<file path="config.mk">
export PLATFORM = sky130hd
export DESIGN_NAME = phone_line_call_controller
export DESIGN_NICKNAME = d
export VERILOG_FILES = /design/src/design/plc_pkg.sv /design/src/design/plc_cfg_regs.sv /design/src/design/plc_step.sv /design/src/design/phone_line_call_controller.sv
export SDC_FILE = /design/constraint.sdc
export NUM_CORES = 1
export LEC_CHECK = 0
export BUFFER_PORTS_ARGS = -buffer_cell sky130_fd_sc_hd__buf_2
export CAP_MARGIN = 20
export CORE_MARGIN = 2
export CORE_UTILIZATION = 25
export CTS_BUF_LIST = sky130_fd_sc_hd__clkbuf_4
export DETAILED_ROUTE_END_ITERATION = 10
export PLACE_DENSITY_LB_ADDON = 0.25
export SYNTH_ARGS = -nofsm -noshare
export SYNTH_HDL_FRONTEND = slang
export SYNTH_SLANG_ARGS = --single-unit
</file>
<file path="constraint.sdc">
create_clock -name clk -period 6.9 [get_ports clk]
set_input_delay 0.69 -clock clk [delete_from_list [all_inputs] [get_ports clk]]
set_output_delay 0.69 -clock clk [all_outputs]
set_load 0.005 [all_outputs]
</file>
<file path="src/design/plc_pkg.sv">
// Shared types, codes and constants for the phone line call controller.
// No dependencies; every design file imports this package.
package plc_pkg;

  // Call events
  localparam logic [2:0] EV_NONE        = 3'd0;
  localparam logic [2:0] EV_INCOMING    = 3'd1;
  localparam logic [2:0] EV_OUTGOING    = 3'd2;
  localparam logic [2:0] EV_ESTABLISHED = 3'd3;
  localparam logic [2:0] EV_CLOSED      = 3'd4;
  localparam logic [2:0] EV_LINK_LOST   = 3'd5;

  // Call states
  localparam logic [2:0] ST_IDLE    = 3'd0;
  localparam logic [2:0] ST_RINGING = 3'd1;
  localparam logic [2:0] ST_INCALL  = 3'd2;
  localparam logic [2:0] ST_DIALING = 3'd3;
  localparam logic [2:0] ST_ENDING  = 3'd4;

  // Commands
  localparam logic [1:0] CMD_NONE       = 2'd0;
  localparam logic [1:0] CMD_ACCEPT     = 2'd1;
  localparam logic [1:0] CMD_HANGUP     = 2'd2;
  localparam logic [1:0] CMD_SPEED_DIAL = 2'd3;

  // LED modes
  localparam logic [1:0] LED_OFF   = 2'd0;
  localparam logic [1:0] LED_ON    = 2'd1;
  localparam logic [1:0] LED_BLINK = 2'd2;

  // Channels
  localparam logic [1:0] CH_NONE = 2'd0;
  localparam logic [1:0] CH_ONE  = 2'd1;
  localparam logic [1:0] CH_TWO  = 2'd2;

  // Hook level encoding: 0 on-hook, 1 off-hook, 2 not yet known
  localparam logic [1:0] HOOK_OFF     = 2'd1;
  localparam logic [1:0] HOOK_UNKNOWN = 2'd2;

  // Debounce counter saturation
  localparam logic [5:0] SETTLE_LIMIT = 6'd50;

  // Configuration register indexes
  localparam int unsigned CFG_IDX_W = 3;
  localparam logic [CFG_IDX_W-1:0] CFG_ISOLATED    = 3'd0;
  localparam logic [CFG_IDX_W-1:0] CFG_RING_ON     = 3'd1;
  localparam logic [CFG_IDX_W-1:0] CFG_RING_PERIOD = 3'd2;
  localparam logic [CFG_IDX_W-1:0] CFG_DEBOUNCE    = 3'd3;
  localparam logic [CFG_IDX_W-1:0] CFG_SPEED_DIAL  = 3'd4;
  localparam int unsigned CFG_DATA_W = 8;

  typedef struct packed {
    logic [1:0] isolated_channel;
    logic [7:0] ring_on_len;
    logic [7:0] cadence_len;
    logic [5:0] debounce_reads;
    logic       speed_dial_ready;
  } plc_cfg_t;

  typedef struct packed {
    logic       operation;
    logic [2:0] call_event;
    logic       hook_ch1;
    logic       hook_ch2;
    logic       hook_valid;
  } plc_item_t;

  typedef struct packed {
    logic       ring_drive;
    logic [1:0] led_jack_ch2;
    logic [1:0] led_jack_ch1;
    logic       line_feed;
    logic [1:0] selected_channel;
    logic [1:0] command;
    logic [2:0] call_state_out;
  } plc_result_t;

  typedef struct packed {
    logic [2:0] call_state;
    logic [7:0] cadence_phase;
    logic       ring_asserted;
    logic [1:0] settled_hook;
    logic [5:0] settle_count;
    logic [1:0] last_hook;
    logic       baseline_seen;
    logic [1:0] answer_channel;
    logic [3:0] led_levels;     // [3:2] channel 2, [1:0] channel 1
    logic       feed_level;
    logic [1:0] routed_channel;
  } plc_state_t;

  localparam plc_state_t STATE_RESET = '{
    call_state:     ST_IDLE,
    cadence_phase:  8'd0,
    ring_asserted:  1'b0,
    settled_hook:   HOOK_UNKNOWN,
    settle_count:   6'd0,
    last_hook:      HOOK_UNKNOWN,
    baseline_seen:  1'b0,
    answer_channel: CH_TWO,
    led_levels:     4'd0,
    feed_level:     1'b0,
    routed_channel: CH_TWO
  };

endpackage

</file>
<file path="src/design/plc_cfg_regs.sv">
// Configuration register file of the phone line call controller.
// Depends on plc_pkg for register indexes and the config struct.
module plc_cfg_regs
  import plc_pkg::*;
(
  input  logic                  clk,
  input  logic                  rst,
  input  logic                  cfg_we,
  input  logic [CFG_IDX_W-1:0]  cfg_index,
  input  logic [CFG_DATA_W-1:0] cfg_data,
  output plc_cfg_t              cfg
);

  // Write-only registers; indexes past the list are dropped
  always_ff @(posedge clk) begin
    if (rst) begin
      cfg.isolated_channel <= 2'd0;
      cfg.ring_on_len      <= 8'd5;
      cfg.cadence_len      <= 8'd12;
      cfg.debounce_reads   <= 6'd3;
      cfg.speed_dial_ready <= 1'b1;
    end else if (cfg_we) begin
      case (cfg_index)
        CFG_ISOLATED:    cfg.isolated_channel <= cfg_data[1:0];
        CFG_RING_ON:     cfg.ring_on_len      <= cfg_data[7:0];
        CFG_RING_PERIOD: cfg.cadence_len      <= cfg_data[7:0];
        CFG_DEBOUNCE:    cfg.debounce_reads   <= cfg_data[5:0];
        CFG_SPEED_DIAL:  cfg.speed_dial_ready <= cfg_data[0];
        default: ;
      endcase
    end
  end

endmodule

</file>
<file path="src/design/plc_step.sv">
// Next-state and result logic for one item: event, ring cadence, hook debounce.
// Purely combinational; depends on plc_pkg.
module plc_step
  import plc_pkg::*;
(
  input  plc_cfg_t    cfg,
  input  plc_item_t   item,
  input  plc_state_t  state,
  output plc_state_t  state_next,
  output plc_result_t result
);

  // LED write that respects channel isolation
  function automatic logic [3:0] led_write(input logic [3:0] leds, input logic [1:0] iso_ch,
                                           input logic [1:0] ch, input logic [1:0] mode);
    logic [3:0] r;
    r = leds;
    if (iso_ch == CH_NONE || iso_ch == ch) begin
      if (ch == CH_ONE) r[1:0] = mode;
      else              r[3:2] = mode;
    end
    return r;
  endfunction

  function automatic logic [3:0] leds_both(input logic [3:0] leds, input logic [1:0] iso_ch,
                                           input logic [1:0] mode);
    return led_write(led_write(leds, iso_ch, CH_TWO, mode), iso_ch, CH_ONE, mode);
  endfunction

  function automatic logic [3:0] leds_for(input logic [3:0] leds, input logic [1:0] iso_ch,
                                          input logic [1:0] ch);
    logic [3:0] r;
    r = led_write(leds, iso_ch, CH_TWO, (ch == CH_TWO) ? LED_ON : LED_OFF);
    return led_write(r, iso_ch, CH_ONE, (ch == CH_ONE) ? LED_ON : LED_OFF);
  endfunction

  logic [1:0] iso;
  plc_state_t st;
  logic [1:0] cmd;
  logic       skip_tick;
  logic       ring_live_now;
  logic [7:0] period;
  logic       s1, s2, hk;
  logic [1:0] which;

  assign iso = (cfg.isolated_channel == CH_ONE || cfg.isolated_channel == CH_TWO) ?
               cfg.isolated_channel : CH_NONE;
  assign period = (cfg.cadence_len != 8'd0) ? cfg.cadence_len : 8'd1;

  always_comb begin
    st            = state;
    cmd           = CMD_NONE;
    skip_tick     = 1'b0;
    ring_live_now = 1'b0;
    s1            = 1'b0;
    s2            = 1'b0;
    hk            = 1'b0;
    which         = state.answer_channel;

    // Call event
    case (item.call_event)
      EV_INCOMING: begin
        if (st.call_state == ST_IDLE) begin
          st.call_state    = ST_RINGING;
          st.cadence_phase = 8'd0;
          st.led_levels    = leds_both(st.led_levels, iso, LED_BLINK);
        end
      end
      EV_OUTGOING: begin
        if (st.call_state == ST_IDLE) st.call_state = ST_DIALING;
      end
      EV_ESTABLISHED: begin
        if (st.call_state == ST_ENDING) begin
          cmd = CMD_HANGUP;
        end else begin
          st.call_state    = ST_INCALL;
          st.ring_asserted = 1'b0;
          st.led_levels    = leds_for(st.led_levels, iso, st.answer_channel);
        end
      end
      EV_CLOSED: begin
        st.call_state    = ST_IDLE;
        st.ring_asserted = 1'b0;
        st.led_levels    = leds_both(st.led_levels, iso, LED_OFF);
        st.feed_level    = 1'b0;
        if (iso == CH_NONE) st.routed_channel = CH_TWO;
        st.answer_channel = (iso != CH_NONE) ? iso : CH_TWO;
      end
      EV_LINK_LOST: begin
        st.ring_asserted = 1'b0;
        st.led_levels    = leds_both(st.led_levels, iso, LED_OFF);
        st.feed_level    = 1'b0;
        if (iso == CH_NONE) st.routed_channel = CH_TWO;
        st.call_state    = ST_IDLE;
        st.baseline_seen = 1'b0;
        st.settle_count  = 6'd0;
        st.last_hook     = HOOK_UNKNOWN;
        skip_tick        = 1'b1;
      end
      default: ;
    endcase

    // Poll tick
    if (item.operation && !skip_tick) begin
      // Ring cadence
      if (st.call_state == ST_RINGING) begin
        if (st.cadence_phase >= period) st.cadence_phase = 8'd0;
        ring_live_now    = (st.cadence_phase < cfg.ring_on_len);
        st.ring_asserted = ring_live_now;
        st.cadence_phase = 8'(st.cadence_phase + 8'd1);
        if (st.cadence_phase >= period) st.cadence_phase = 8'd0;
      end else begin
        st.ring_asserted = 1'b0;
        st.cadence_phase = 8'd0;
      end

      // Hook debounce, only while the ring is quiet
      if (!ring_live_now && item.hook_valid) begin
        s1 = (iso == CH_TWO) ? 1'b0 : item.hook_ch1;
        s2 = (iso == CH_ONE) ? 1'b0 : item.hook_ch2;
        which = st.answer_channel;
        if (st.call_state == ST_INCALL || st.call_state == ST_DIALING ||
            st.call_state == ST_ENDING) begin
          hk = (st.answer_channel == CH_ONE) ? s1 : s2;
        end else begin
          hk    = s1 | s2;
          which = s1 ? CH_ONE : (s2 ? CH_TWO : st.answer_channel);
        end

        if ({1'b0, hk} == st.settled_hook) begin
          if (st.settle_count < SETTLE_LIMIT) st.settle_count = 6'(st.settle_count + 6'd1);
        end else begin
          st.settled_hook = {1'b0, hk};
          st.settle_count = 6'd1;
        end

        // Settled change: first one only sets the baseline
        if (st.settle_count == cfg.debounce_reads && st.settled_hook != st.last_hook) begin
          if (!st.baseline_seen) begin
            st.baseline_seen = 1'b1;
          end else if (st.settled_hook == HOOK_OFF) begin
            // Off-hook
            if (st.call_state == ST_RINGING) begin
              st.answer_channel = which;
              if (iso == CH_NONE) st.routed_channel = which;
              st.led_levels    = leds_for(st.led_levels, iso, which);
              cmd              = CMD_ACCEPT;
              st.ring_asserted = 1'b0;
              st.feed_level    = 1'b1;
            end else if (st.call_state == ST_IDLE) begin
              st.answer_channel = which;
              if (iso == CH_NONE) st.routed_channel = which;
              st.feed_level = 1'b1;
              st.led_levels = leds_for(st.led_levels, iso, which);
              if (cfg.speed_dial_ready) begin
                cmd           = CMD_SPEED_DIAL;
                st.call_state = ST_DIALING;
              end
            end else begin
              st.led_levels = leds_for(st.led_levels, iso, st.answer_channel);
            end
          end else begin
            // On-hook
            if (st.call_state == ST_INCALL || st.call_state == ST_DIALING) begin
              cmd              = CMD_HANGUP;
              st.ring_asserted = 1'b0;
              st.led_levels    = leds_both(st.led_levels, iso, LED_OFF);
              st.feed_level    = 1'b0;
              if (iso == CH_NONE) st.routed_channel = CH_TWO;
              st.call_state    = ST_ENDING;
            end else if (st.call_state == ST_IDLE) begin
              st.led_levels = leds_both(st.led_levels, iso, LED_OFF);
              st.feed_level = 1'b0;
              if (iso == CH_NONE) st.routed_channel = CH_TWO;
            end
          end
          st.last_hook = st.settled_hook;
        end
      end
    end

    state_next = st;
    result.ring_drive       = st.ring_asserted;
    result.led_jack_ch2     = st.led_levels[3:2];
    result.led_jack_ch1     = st.led_levels[1:0];
    result.line_feed        = st.feed_level;
    result.selected_channel = st.routed_channel;
    result.command          = cmd;
    result.call_state_out   = st.call_state;
  end

endmodule

</file>
<file path="src/design/phone_line_call_controller.sv">
// Phone line call controller, top level: input register, state, result register.
// Path: each input transaction is held in the input register, then its result in the result register.
// Throughput: one transaction per cycle, limited only by the result register handshake.
// Reset (rst, synchronous, active high) idles the call state and restores config defaults.
// Depends on plc_pkg, plc_cfg_regs and plc_step.
module phone_line_call_controller
  import plc_pkg::*;
(
  input  logic                  clk,
  input  logic                  rst,
  // Input stream
  input  logic                  s_tvalid,
  output logic                  s_tready,
  input  logic [7:0]            s_tdata,  // operation, call_event[2:0], hook_ch1, hook_ch2,
                                          // hook_valid, zero pad
  // Result stream
  output logic                  m_tvalid,
  input  logic                  m_tready,
  output logic [15:0]           m_tdata,  // ring_drive, led_jack_ch2[1:0], led_jack_ch1[1:0],
                                          // line_feed, selected_channel[1:0], command[1:0],
                                          // call_state_out[2:0], zero pad
  // Configuration
  input  logic                  cfg_we,
  input  logic [CFG_IDX_W-1:0]  cfg_index,
  input  logic [CFG_DATA_W-1:0] cfg_data
);

  plc_cfg_t    cfg;
  plc_item_t   in_item;
  logic        in_valid;
  plc_state_t  state, state_next;
  plc_result_t step_result, out_result;
  logic        advance;

  plc_cfg_regs u_cfg (
    .clk       (clk),
    .rst       (rst),
    .cfg_we    (cfg_we),
    .cfg_index (cfg_index),
    .cfg_data  (cfg_data),
    .cfg       (cfg)
  );

  plc_step u_step (
    .cfg        (cfg),
    .item       (in_item),
    .state      (state),
    .state_next (state_next),
    .result     (step_result)
  );

  // Item moves into the result register when that register is free or drained
  assign advance  = in_valid && (!m_tvalid || m_tready);
  assign s_tready = !in_valid || advance;

  // Input register
  always_ff @(posedge clk) begin
    if (rst) begin
      in_valid <= 1'b0;
    end else if (s_tready) begin
      in_valid <= s_tvalid;
    end
  end

  always_ff @(posedge clk) begin
    if (s_tvalid && s_tready) begin
      in_item.operation  <= s_tdata[0];
      in_item.call_event <= s_tdata[3:1];
      in_item.hook_ch1   <= s_tdata[4];
      in_item.hook_ch2   <= s_tdata[5];
      in_item.hook_valid <= s_tdata[6];
    end
  end

  // Controller state, updated once per item
  always_ff @(posedge clk) begin
    if (rst) begin
      state <= STATE_RESET;
    end else if (advance) begin
      state <= state_next;
    end
  end

  // Result register
  always_ff @(posedge clk) begin
    if (rst) begin
      m_tvalid <= 1'b0;
    end else if (!m_tvalid || m_tready) begin
      m_tvalid <= in_valid;
    end
  end

  always_ff @(posedge clk) begin
    if (advance) begin
      out_result <= step_result;
    end
  end

  assign m_tdata = {3'd0,
                    out_result.call_state_out,
                    out_result.command,
                    out_result.selected_channel,
                    out_result.line_feed,
                    out_result.led_jack_ch1,
                    out_result.led_jack_ch2,
                    out_result.ring_drive};

endmodule

</file>
## After elaboration in Yosys (flattened, before gate mapping)

Cells that the tools add are included.

| storage, ports and cells | value |
|---|---|
| word-level logic and storage cells | 193 |
| bits in writable memories | 0 |
| ROM bits | 0 |
| memories | 0 |
| bits in registers | 79 |
| bits in latches | 0 |
| input port bits | 24 |
| output and inout port bits | 18 |

| operators by class | value |
|---|---|
| shift-type cells | 0 |
| bitwise logic cells | 1 |
| add/subtract/negate cells | 2 |
| reductions and logical operators | 29 |
| div/mod/pow operators | 0 |
| equal/unequal tests | 28 |
| multipliers | 0 |
| order comparisons | 4 |
| mux-type cells | 99 |

Operators by type and width:

| cell | number |
|---|---|
| two-way mux 2 bit | 39 |
| two-way mux 8 bit | 6 |
| two-way mux 3 bit | 12 |
| two-way mux 9 bit | 4 |
| two-way mux 32 bit | 1 |
| two-way mux 6 bit | 4 |
| two-way mux 1 bit | 21 |
| two-way mux 21 bit | 1 |
| two-way mux 7 bit | 3 |
| equality test 3 x 2 -> 1 bit, second input constant | 6 |
| >= comparator 8 bit | 2 |
| equality test 3 bit, second input constant | 5 |
| equality test 2 x 1 -> 1 bit, second input constant | 6 |
| two-way mux 12 bit | 1 |
| two-way mux 4 bit | 3 |
| one-hot mux 3 bit (4 select lines) | 1 |
| one-hot mux 4 bit (3 select lines) | 1 |
| two-way mux 11 bit | 1 |
| equality test 2 bit, second input constant | 5 |
| AND reduction 2 bit | 5 |
| equality test 3 x 1 -> 1 bit, second input constant | 3 |
| logical NOT 3 bit | 3 |
| adder 8 x 1 -> 8 bit, second input constant | 1 |
| < comparator 8 bit | 1 |
| other kinds (15) | 28 |

## Logic depth before layout (Yosys ltp)

Gate-level depths: netlist of the first run.

| depth | value |
|---|---|
| depth in word-level cells | 24 |
| depth in mapped cells | 21 |
| gate-level depth less buffers | 18 |

## Hierarchy

A second synthesis of the first run with hierarchy kept.

| second synthesis, totals | value |
|---|---|
| cell total of the unflattened synthesis | 671 |
| area total of the unflattened synthesis | 5,779.3 µm² |

By module, submodules not included:

| module | area each (µm²) | cells an instance | instances | seq. area each (µm²) |
|---|---|---|---|---|
| plc_step | 2,552.4 | 397 | 1 | 0.0 |
| phone_line_call_controller | 2,155.8 | 173 | 1 | 1,281.2 |
| plc_cfg_regs | 1,071.0 | 101 | 1 | 500.5 |

## Least setup slack after synthesis of the first run

OpenSTA, ideal clock, no wires.

| timing path | value |
|---|---|
| path type | register to register |
| start | reg in_item[4] (netlist name) |
| end | reg, netlist name state[21] |
| required time | 6.809 ns |
| path buffers | 3 |
| setup time | 0.091 ns |
| slack | 1.930 ns |
| cell stages (with the launch flop) | 22 |
| arrival time | 4.879 ns |
| period minus slack after synthesis | 4.970 ns |
| cell sequence | edfxtp_1 buf_2 nor4_1 nand2_1 clkbuf_1 and2_0 ha_1 a211oi_1 o21ai_0 a21oi_1 clkbuf_1 nand3_1 inv_1 ha_1 ha_1 a21o_1 a21o_1 a21o_1 a21o_1 a211oi_1 o211ai_1 a311oi_1 |

| on the way | value |
|---|---|
| word-level cells in the longest chain between the ends | 11 |
| elaborated cells on any way between the ends | 21 |
| classes of those cells | add/sub (1); order compare (2); eq/ne (6); mux (9); reduce/logical (3) |

RTL lines:

| item | RTL line | source |
|---|---|---|
| from (decl) | phone_line_call_controller.sv:29 | `plc_item_t in_item;` |
| equality test 3 x 1 -> 1 bit | plc_step.sv:61 | `case (item.call_event)` |
| two-way mux 8 bit | plc_step.sv:61 |  |
| >= comparator 8 bit | plc_step.sv:107 | `if (st.cadence_phase >= period) st.cadence_phase = 8'd0;` |
| two-way mux 8 bit | plc_step.sv:107 |  |
| two-way mux 8 bit | plc_step.sv:106 | `if (st.call_state == ST_RINGING) begin` |
| two-way mux 8 bit | plc_step.sv:104 | `if (item.operation && !skip_tick) begin` |
| adder 8 x 1 -> 8 bit | plc_step.sv:110 | `st.cadence_phase = 8'(st.cadence_phase + 8'd1);` |
| >= comparator 8 bit | plc_step.sv:111 | `if (st.cadence_phase >= period) st.cadence_phase = 8'd0;` |
| two-way mux 8 bit | plc_step.sv:111 |  |
| two-way mux 9 bit | plc_step.sv:106 |  |
| two-way mux 32 bit (*) | plc_step.sv:104 |  |

Every way passes the cells marked *; elsewhere a longest branch is shown, timed or not. The select of a mux whose other input is x is not followed.
A chain may end at the register's enable or synchronous reset.

==> results of run 1 <==
-- layer usage --
metal  vias to the layer above  share of wire, %  global-route usage, %
li1                       2260                 -                      -
met1                      2101                49                   16.8
met2                        89                45                   20.7
met3                         8               4.0                   2.47
met4                         0               1.1                   4.56
met5                         -                 0                      0
-- where the power goes --
| group | switching, W | internal [W] | total (W) |
|---|---|---|---|
| Combinational | 0.000113 | 0.0000698 | 0.000183 |
| Clock | 0.000178 | 0.000114 | 0.000291 |
| Sequential | 0.0000143 | 0.000493 | 0.000507 |
| Total | 0.000305 | 0.000676 | 0.000981 |
-- cell type report --
type	instances	area, sq um
inverter	33	124
clock buffer	10	75.1
sequential	79	1780
timing repair buffer	45	245
fill	2185	14500
antenna	2	5.00
tap	270	338
multi-input combinational	458	3010
clock inverter	6	61.3
-- worst max-delay path: stages, from the launching register on --
cell and delay [ps]:
dfxtp_1 440, nor4_1 310, buf_4 180, nand2_1 230, and2_0 340, ha_1 350
a211oi_1 220, o21ai_0 160, a21oi_1 600, and2_1 290, ha_1 170, and3_1 190
nand3_1 100, a2111oi_2 360, o2111ai_1 250, nor4_1 400, nand4_1 530, o21ai_0 460
a21oi_1 120
-- worst paths after layout --
kind                              endpoint  cells past startpoint  slack (ps)        from
worst max-delay path            m_tdata[4]                     18         940   state[31]
worst min register to register    state[6]                      2         470    state[6]
worst min-delay path            in_item[2]                      1         410  s_tdata[4]
worst max register to register  m_tdata[4]                     18         940   state[31]
-- metrics by stage --
stage	hold slack (ps)	util [%]	total power [W]	setup slack [ps]	cell area, sq um
after global routing	379	28.0	0.00104	315	5640
after detailed placement	448	27.3	0.000700	1010	5500
after CTS	373	28.0	0.000996	993	5630
final	408	28.0	0.000981	944	5640
after floorplan	427	-	0.000645	1930	5100
after global placement	445	27.3	0.000697	1070	5500
-- flip-flops by register name, indices dropped and copies added, names as in the netlist --
| name | count |
|---|---|
| in_item | 7 |
| m_tdata | 13 |
| u_cfg.cfg | 25 |
| in_valid | 1 |
| m_tvalid | 1 |
| state | 32 |
-- cells by family after synthesis --
group | Yosys count | synth area share, %
AO/OA/AOI/OAI | 170 | 23.8
XOR/XNOR | 8 | 1.38
adder cells (fa/ha/maj) | 27 | 6.64
buffers and inverters | 71 | 6.07
flip-flops | 79 | 35.0
multiplexers | 16 | 3.17
other | 1 | 0.0737
AND/OR/NAND/NOR | 234 | 23.9
-- placed cells by master, fill, tap and decap left out, drive strengths merged, types with 4 or more instances in the layout --
cell type / count
dfxtp: 59
nor4: 6
and2: 21
nand2: 50
a211oi: 10
xnor2: 4
nand4: 6
o41ai: 5
and3: 7
a31oi: 4
xor2: 4
buf: 45
o21a: 4
mux2i: 15
nand3: 14
o311ai: 4
nor2: 62
o31a: 4
nor3: 16
nor2b: 13
a21oi: 35
a311oi: 6
o21ai: 24
o211ai: 17
ha: 27
o31ai: 8
or3: 4
a211o: 5
nand2b: 15
clkbuf: 10
a21o: 12
edfxtp: 20
inv: 34
==> impl_metrics.tcl, run 1 <==
set metrics [dict create \
    status "finished, final reports clean" \
    syn_area_per_cell_sq_um 8.40 \
    synth_common_cells "nor2_1, dfxtp_1, nand2_1, a21oi_1, inv_1" \
    io_pins 42 \
    synth.cell_area_sq_um 5090 \
    syn_to_final_growth_pct 10.7 \
    hp-class "in2reg" \
    yosys.cell_types.count 78 \
    cts_buffers 9 \
    synthTopCellsByArea "dfxtp_1, edfxtp_1, ha_1" \
    layout.nets 677 \
    rows 52 \
    tightest_slew_ps 1050 \
    tns_ps 0 \
    max_freq_ghz 0.168 \
    ys.flop_type "dfxtp_1" \
    cts.hold.buffers_added 0 \
    ys_async_sr_fraction_pct 0 \
    vias 4458 \
    slew_violations 0 \
    clock_path_buffers 2 \
    io_buffer_count 37 \
    power.leakage_nw 2.20 \
    final-setup-viol-count 0 \
    cts.root.buffer_cell "clkbuf_4" \
    finalNonFillerCells 903 \
    yosysMostFrequentCell "nor2_1" \
    die_area_sq_um 21500 \
    syn_inst 606 \
    grt_overflow 0 \
    cp.required_ps 7130 \
    wirelength_mm 13.6 \
    p_per_area_nw_per_um2 174 \
    synth-edff-count 20 \
    rsz0062_at_grt "no" \
    htreeDepth 3 \
    finalHoldViolCount 0 \
    first_global_vias 4272 \
    ant_nets 0 \
    viasPerCell 4.94 \
    relSlewSlack_pct 30.0 \
    drc 0 \
    post_cts_resized 0 \
    arrival_ps 6190 \
    worstSetupEndpointType "flip-flop" \
    place_congestion 0.856 \
    clk_pin_slew_ps 140 \
    fin_skew_ps 18.7 \
    peakVddDrop_mv 0.0646 \
    place_inst 885 \
    period_needed_ps 5960 \
    die_y_um 147 \
    wl_per_cell_um 15.1 \
    hpwlAfterDp_mm 10.1 \
    synth_top_area_cell "dfxtp_1" \
    critPathKind "reg2reg" \
    synth-seq-cells 79 \
    grt_usage_pct 12.7 \
    maxCapViolCount 0 \
    grt_pass1_wl_mm 21.9 \
    finalCritPeriodShare_pct 86.3 \
    antenna_found_initial 1 \
    drt_iter0_markers 226 \
    clock_sinks 79 \
    synth.yosys.seq_area_share_pct 35.0 \
    drive_gt1_share_pct 11.6 \
    yosysWarnings 0 \
    critPathMaxFanout 12 \
    coreArea_sq_um 20100 \
    start_util_pct 25.3 \
    grt_max_degree 63 \
    cts_post_setup_buffers_inserted 0 \
    synth_top_area_share_pct 23.2 \
    insertion_delay_ps 470 \
    firstDrtPassIters 4 \
    start_kind "flip-flop" \
    die_w_um 147 \
    cts_tree "built" \
]
No activity file was read; power rests on OpenSTA's default activity.
==> run 2: changes to the inputs <==
==> constraint.sdc (replaced) <==
create_clock -name clk -period 5.2 [get_ports clk]
set_input_delay 0.52 -clock clk [delete_from_list [all_inputs] [get_ports clk]]
set_output_delay 0.52 -clock clk [all_outputs]
set_load 0.005 [all_outputs]
==> run 2 against run 1 <==
Non-clock buffer count grew 36. First-iteration DRC count grew 34%. Final cell count grew 3.9%. Clock-buffer cell count grew 1. Clock power grew 53%. Flip-flop and latch count is the same. Combinational power grew 56%. Routed wire length grew 5.5%. Via count grew 5.4%. Final area grew 6.3%. Hold slack lost 160 ps. Setup slack lost 660 ps. Highest routed layer unchanged.
==> impl_metrics.tcl, run 2 (same netlist as run 1, synthesis figures left out) <==
set metrics [dict create \
    top_register "state" \
    coreArea_sq_um 20100 \
    slowest_stage "or4b_1" \
    crit_chain "nor4_2, buf_4, nand2_1, buf_4, and2_0, ha_1, nand2_1, o21ai_2, a21oi_2, buf_4, and2_1, ha_1, and3_1, nand3_1, a2111oi_4, o2111ai_2, nor3_2, buf_4, nand4_4, o21a_1, or4b_1" \
    grt_max_degree 63 \
    hp-class "in2reg" \
    final_cell_mix "nor2_1, dfxtp_1, nand2_1" \
    critical_path.most_common_cell "buf_4" \
    grt_usage_pct 13.5 \
    place_congestion 0.826 \
    worstSetupEndpointType "flip-flop" \
    cts_buffers 9 \
    design_area_sq_um 5990 \
    start_kind "flip-flop" \
    arrival_ps 5250 \
    critPathMaxFanout 10 \
    insertion_delay_ps 470 \
    fin_skew_ps 25.0 \
    die_w_um 147 \
    final-setup-viol-count 0 \
    cp.required_ps 5540 \
    power.leakage_nw 2.40 \
    clock_sinks 79 \
    cts.hold.buffers_added 0 \
    die_area_sq_um 21500 \
    rows 52 \
    cpPeakStageDelay_ps 500 \
    antenna_found_initial 1 \
    placed_area_sq_um 5760 \
    finalCritPeriodShare_pct 94.5 \
    max_freq_ghz 0.204 \
    critPathKind "reg2reg" \
    clk_pin_slew_ps 140 \
    wirelength_mm 14.4 \
    slew_violations 0 \
    drive_gt1_share_pct 17.8 \
    grt_pass1_wl_mm 23.3 \
    layout.nets 713 \
    wl_per_cell_um 15.3 \
    p_per_area_nw_per_um2 234 \
    syn_to_final_growth_pct 17.7 \
    final_common_cell "nor2_1" \
    htreeDepth 3 \
    cts_tree "built" \
    hpwlAfterDp_mm 10.7 \
    utilization_pct 29.8 \
    die_y_um 147 \
    drt_iter0_markers 303 \
    peakVddDrop_mv 0.0925 \
    viasPerCell 5.01 \
    period_needed_ps 4910 \
    relSlewSlack_pct 31.9 \
    io_buffer_count 37 \
    status "finished, final reports clean" \
    vias 4699 \
    cts.root.buffer_cell "clkbuf_4" \
    first_global_vias 4520 \
    largest_reg_flops 32 \
    tightest_slew_ps 1020 \
    maxCapViolCount 0 \
    firstDrtPassIters 5 \
    grt_overflow 0 \
    tns_ps 0 \
    clock_path_buffers 2 \
    start_util_pct 25.3 \
    ant_nets 0 \
    drc 0 \
    finalHoldViolCount 0 \
    io_pins 42 \
]
==> run 2: cell count changes in the layout (fill, tap and decap cells not counted), sizes merged <==
cell | previous run | this run
buf | 45 | 81
bufinv | 1 | 2
clkbuf | 10 | 11
clkinv | 3 | 2
clkinvlp | 1 | 0
diode | 2 | 1
==> run 2: through the flow <==
step                      total power [W]  hold WS (ps)  setup slack [ps]  std cells
after detailed placement         0.000959           449               181        920
after CTS                         0.00141           205               110        936
after global placement           0.000953           444               313        920
after global routing              0.00148           201             -2.37        938
after floorplan                  0.000856           427               230        608
final                             0.00140           243               287        938
==> run 2: what timing repair did <==
action | CTS | global route
resized for setup | 0 | 13
endpoints found under the setup margin | 0 | 21
setup buffers | 0 | 1
==> run 2: report_power, final <==
part | leakage, nW | switching (W) | internal, W | total [W]
Sequential | 0.673 | 0.0000149 | 0.000654 | 0.000669
Combinational | 1.64 | 0.000167 | 0.000118 | 0.000286
Clock | 0.0891 | 0.000238 | 0.000207 | 0.000445
==> run 2: worst paths after layout <==
path	startpoint	to	slack (ps)	cells after the start
max	state[29]	state[8]	290	21
min	s_tdata[1]	in_item[3]	240	1
max reg2reg	state[29]	state[8]	290	21
min reg2reg	state[6]	state[6]	470	2
==> run 2: worst max-delay path: cells and delay by family, from the launching register on <==
kind,cells,cell delay (ps)
AOI/OAI and AO/OA,5,1220
and+or+nand+nor,10,1880
buffers and inverters,4,650
DFF,1,370
adders and majority gates,2,640
==> run 2: final cells by class <==
| type | instances | area (sq um) |
|---|---|---|
| Fill cell | 2131 | 14100 |
| Multi-Input combinational cell | 458 | 3060 |
| Sequential cell | 79 | 1780 |
| Timing Repair Buffer | 81 | 515 |
| Tap cell | 270 | 338 |
| Inverter | 33 | 124 |
| Clock buffer | 11 | 82.6 |
| Clock inverter | 5 | 81.3 |
| Antenna cell | 1 | 2.50 |
==> run 2: routing by layer <==
layer	global-route usage, %	part of all wire (%)	up-vias
met5	0	0	-
met4	5.29	2.2	0
met3	2.78	5.1	20
met2	20.6	44	135
met1	18.7	49	2217
li1	-	-	2327
==> run 3: changes to the inputs <==
==> constraint.sdc (replaced) <==
create_clock -name clk -period 5.2 [get_ports clk]
set_input_delay 0.78 -clock clk [delete_from_list [all_inputs] [get_ports clk]]
set_output_delay 0.78 -clock clk [all_outputs]
set_load 0.005 [all_outputs]
==> run 3 against run 2 <==
Global-route usage decreased by 0.10 points. Fmax down 1.0%. Power shrank 7.1%. Final area down 0.69%. Via count decreased by 0.28%. Clock-buffer cell count is 1 lower. Hold slack better by 220 ps. Non-clock buffer count is 1 higher. Critical endpoint unchanged.
==> impl_metrics.tcl, run 3 (same netlist as run 1, synthesis figures left out) <==
set metrics [dict create \
    slew_violations 0 \
    maxCapViolCount 0 \
    cp.required_ps 5570 \
    tightest_slew_ps 1040 \
    power.total_w 0.00130 \
    grt_max_degree 63 \
    coreArea_sq_um 20100 \
    cts_tree "built" \
    clock_sinks 79 \
    vias 4686 \
    finalHoldViolCount 0 \
    final-setup-viol-count 0 \
    crit_chain "nor4_2, buf_4, nand2_1, buf_4, and2_1, ha_1, nand2_1, nor3_2, a21oi_2, buf_4, and2_1, ha_1, and3_1, nand3_1, a2111oi_4, o2111ai_2, nor3_2, buf_4, nand4_4, o21a_1, or4b_1" \
    die_w_um 147 \
    insertion_delay_ps 490 \
    htreeDepth 3 \
    critPathMaxFanout 10 \
    grt_overflow 0 \
    io_buffer_count 37 \
    max_freq_ghz 0.202 \
    grt_usage_pct 13.4 \
    clock_path_buffers 2 \
    top_register "state" \
    arrival_ps 5330 \
    layout.nets 714 \
    hp-class "reg2reg" \
    place_congestion 0.817 \
    peakVddDrop_mv 0.0815 \
    final_common_cell "nor2_1" \
    reg2reg_slack_ps 240 \
    place_ws_ps 239 \
    die_area_sq_um 21500 \
    final_cell_mix "nor2_1, dfxtp_1, nand2_1" \
    start_util_pct 25.3 \
    drt_iter0_markers 281 \
    p_per_area_nw_per_um2 219 \
    syn_to_final_growth_pct 16.9 \
    viasPerCell 4.99 \
    io_pins 42 \
    largest_reg_flops 32 \
    antenna_found_initial 1 \
    fin_skew_ps 25.4 \
    place_inst 921 \
    wirelength_mm 14.4 \
    firstDrtPassIters 5 \
    status "finished, final reports clean" \
    slowest_stage "or4b_1" \
    cts_buffers 9 \
    drc 0 \
    rows 52 \
    finalCritPeriodShare_pct 95.4 \
    whs_ps 464 \
    period_needed_ps 4960 \
    ant_nets 0 \
    grt_pass1_wl_mm 23.2 \
    worst_slack_ps 237 \
    first_global_vias 4553 \
    hpwlAfterDp_mm 10.6 \
    tns_ps 0 \
    relSlewSlack_pct 31.0 \
    clk_pin_slew_ps 140 \
    critical_path.most_common_cell "buf_4" \
    worstSetupEndpointType "flip-flop" \
    wl_per_cell_um 15.3 \
    power.leakage_nw 2.38 \
    start_kind "flip-flop" \
    finalNonFillerCells 939 \
    drive_gt1_share_pct 17.5 \
    die_y_um 147 \
    critPathKind "reg2reg" \
    cpPeakStageDelay_ps 480 \
    cts.root.buffer_cell "clkbuf_4" \
]
==> run 3: routing by layer <==
layer  vias up  global-route usage, %  part of all wire, %
li1       2334                      -                    -
met1      2204                   18.5                   50
met2       119                   20.5                   44
met3        29                   2.38                  3.9
met4         0                   6.02                  2.9
met5         -                      0                    0
==> run 3: per-stage QoR <==
step / instance area, sq um / utilization (%)
after floorplan: 5100 / -
after global placement: 5770 / 28.7
after detailed placement: 5770 / 28.7
after CTS: 5880 / 29.2
after global routing: 5950 / 29.6
final: 5950 / 29.6
==> run 3: layout make-up <==
class | count | area (sq um)
fillers | 2142 | 14200
multi-input cells | 458 | 3070
flip-flops and latches | 79 | 1780
repair buffers | 82 | 523
well taps | 270 | 338
inverters | 33 | 124
clock buffers | 10 | 75.1
clock inverters | 6 | 37.5
diodes | 1 | 2.50
==> run 3: worst max-delay path, delay by kind of cell (launching register included) <==
kind | cells | cell delay, ps
fa+ha+maj | 2 | 590
compound gates | 4 | 1030
simple gates | 11 | 2180
buf+inv | 4 | 660
flops | 1 | 370
==> run 3: what timing repair did <==
action	4_1_cts	5_1_grt
buffers inserted	0	1
setup endpoints to repair	0	23
hold buffers	0	0
gates resized for setup	0	11
==> run 3: power by group <==
part	internal, W	switching (W)
sequential	0.000654	0.0000145
combinational	0.000117	0.000167
clock	0.000102	0.000245
total	0.000873	0.000427
==> run 3: final timing paths <==
path	from	to	depth (start not counted)
hold / removal	u_cfg.cfg[8]	u_cfg.cfg[8]	2
hold reg to reg	u_cfg.cfg[8]	u_cfg.cfg[8]	2
setup / recovery	state[29]	state[8]	21
setup reg to reg	state[29]	state[8]	21
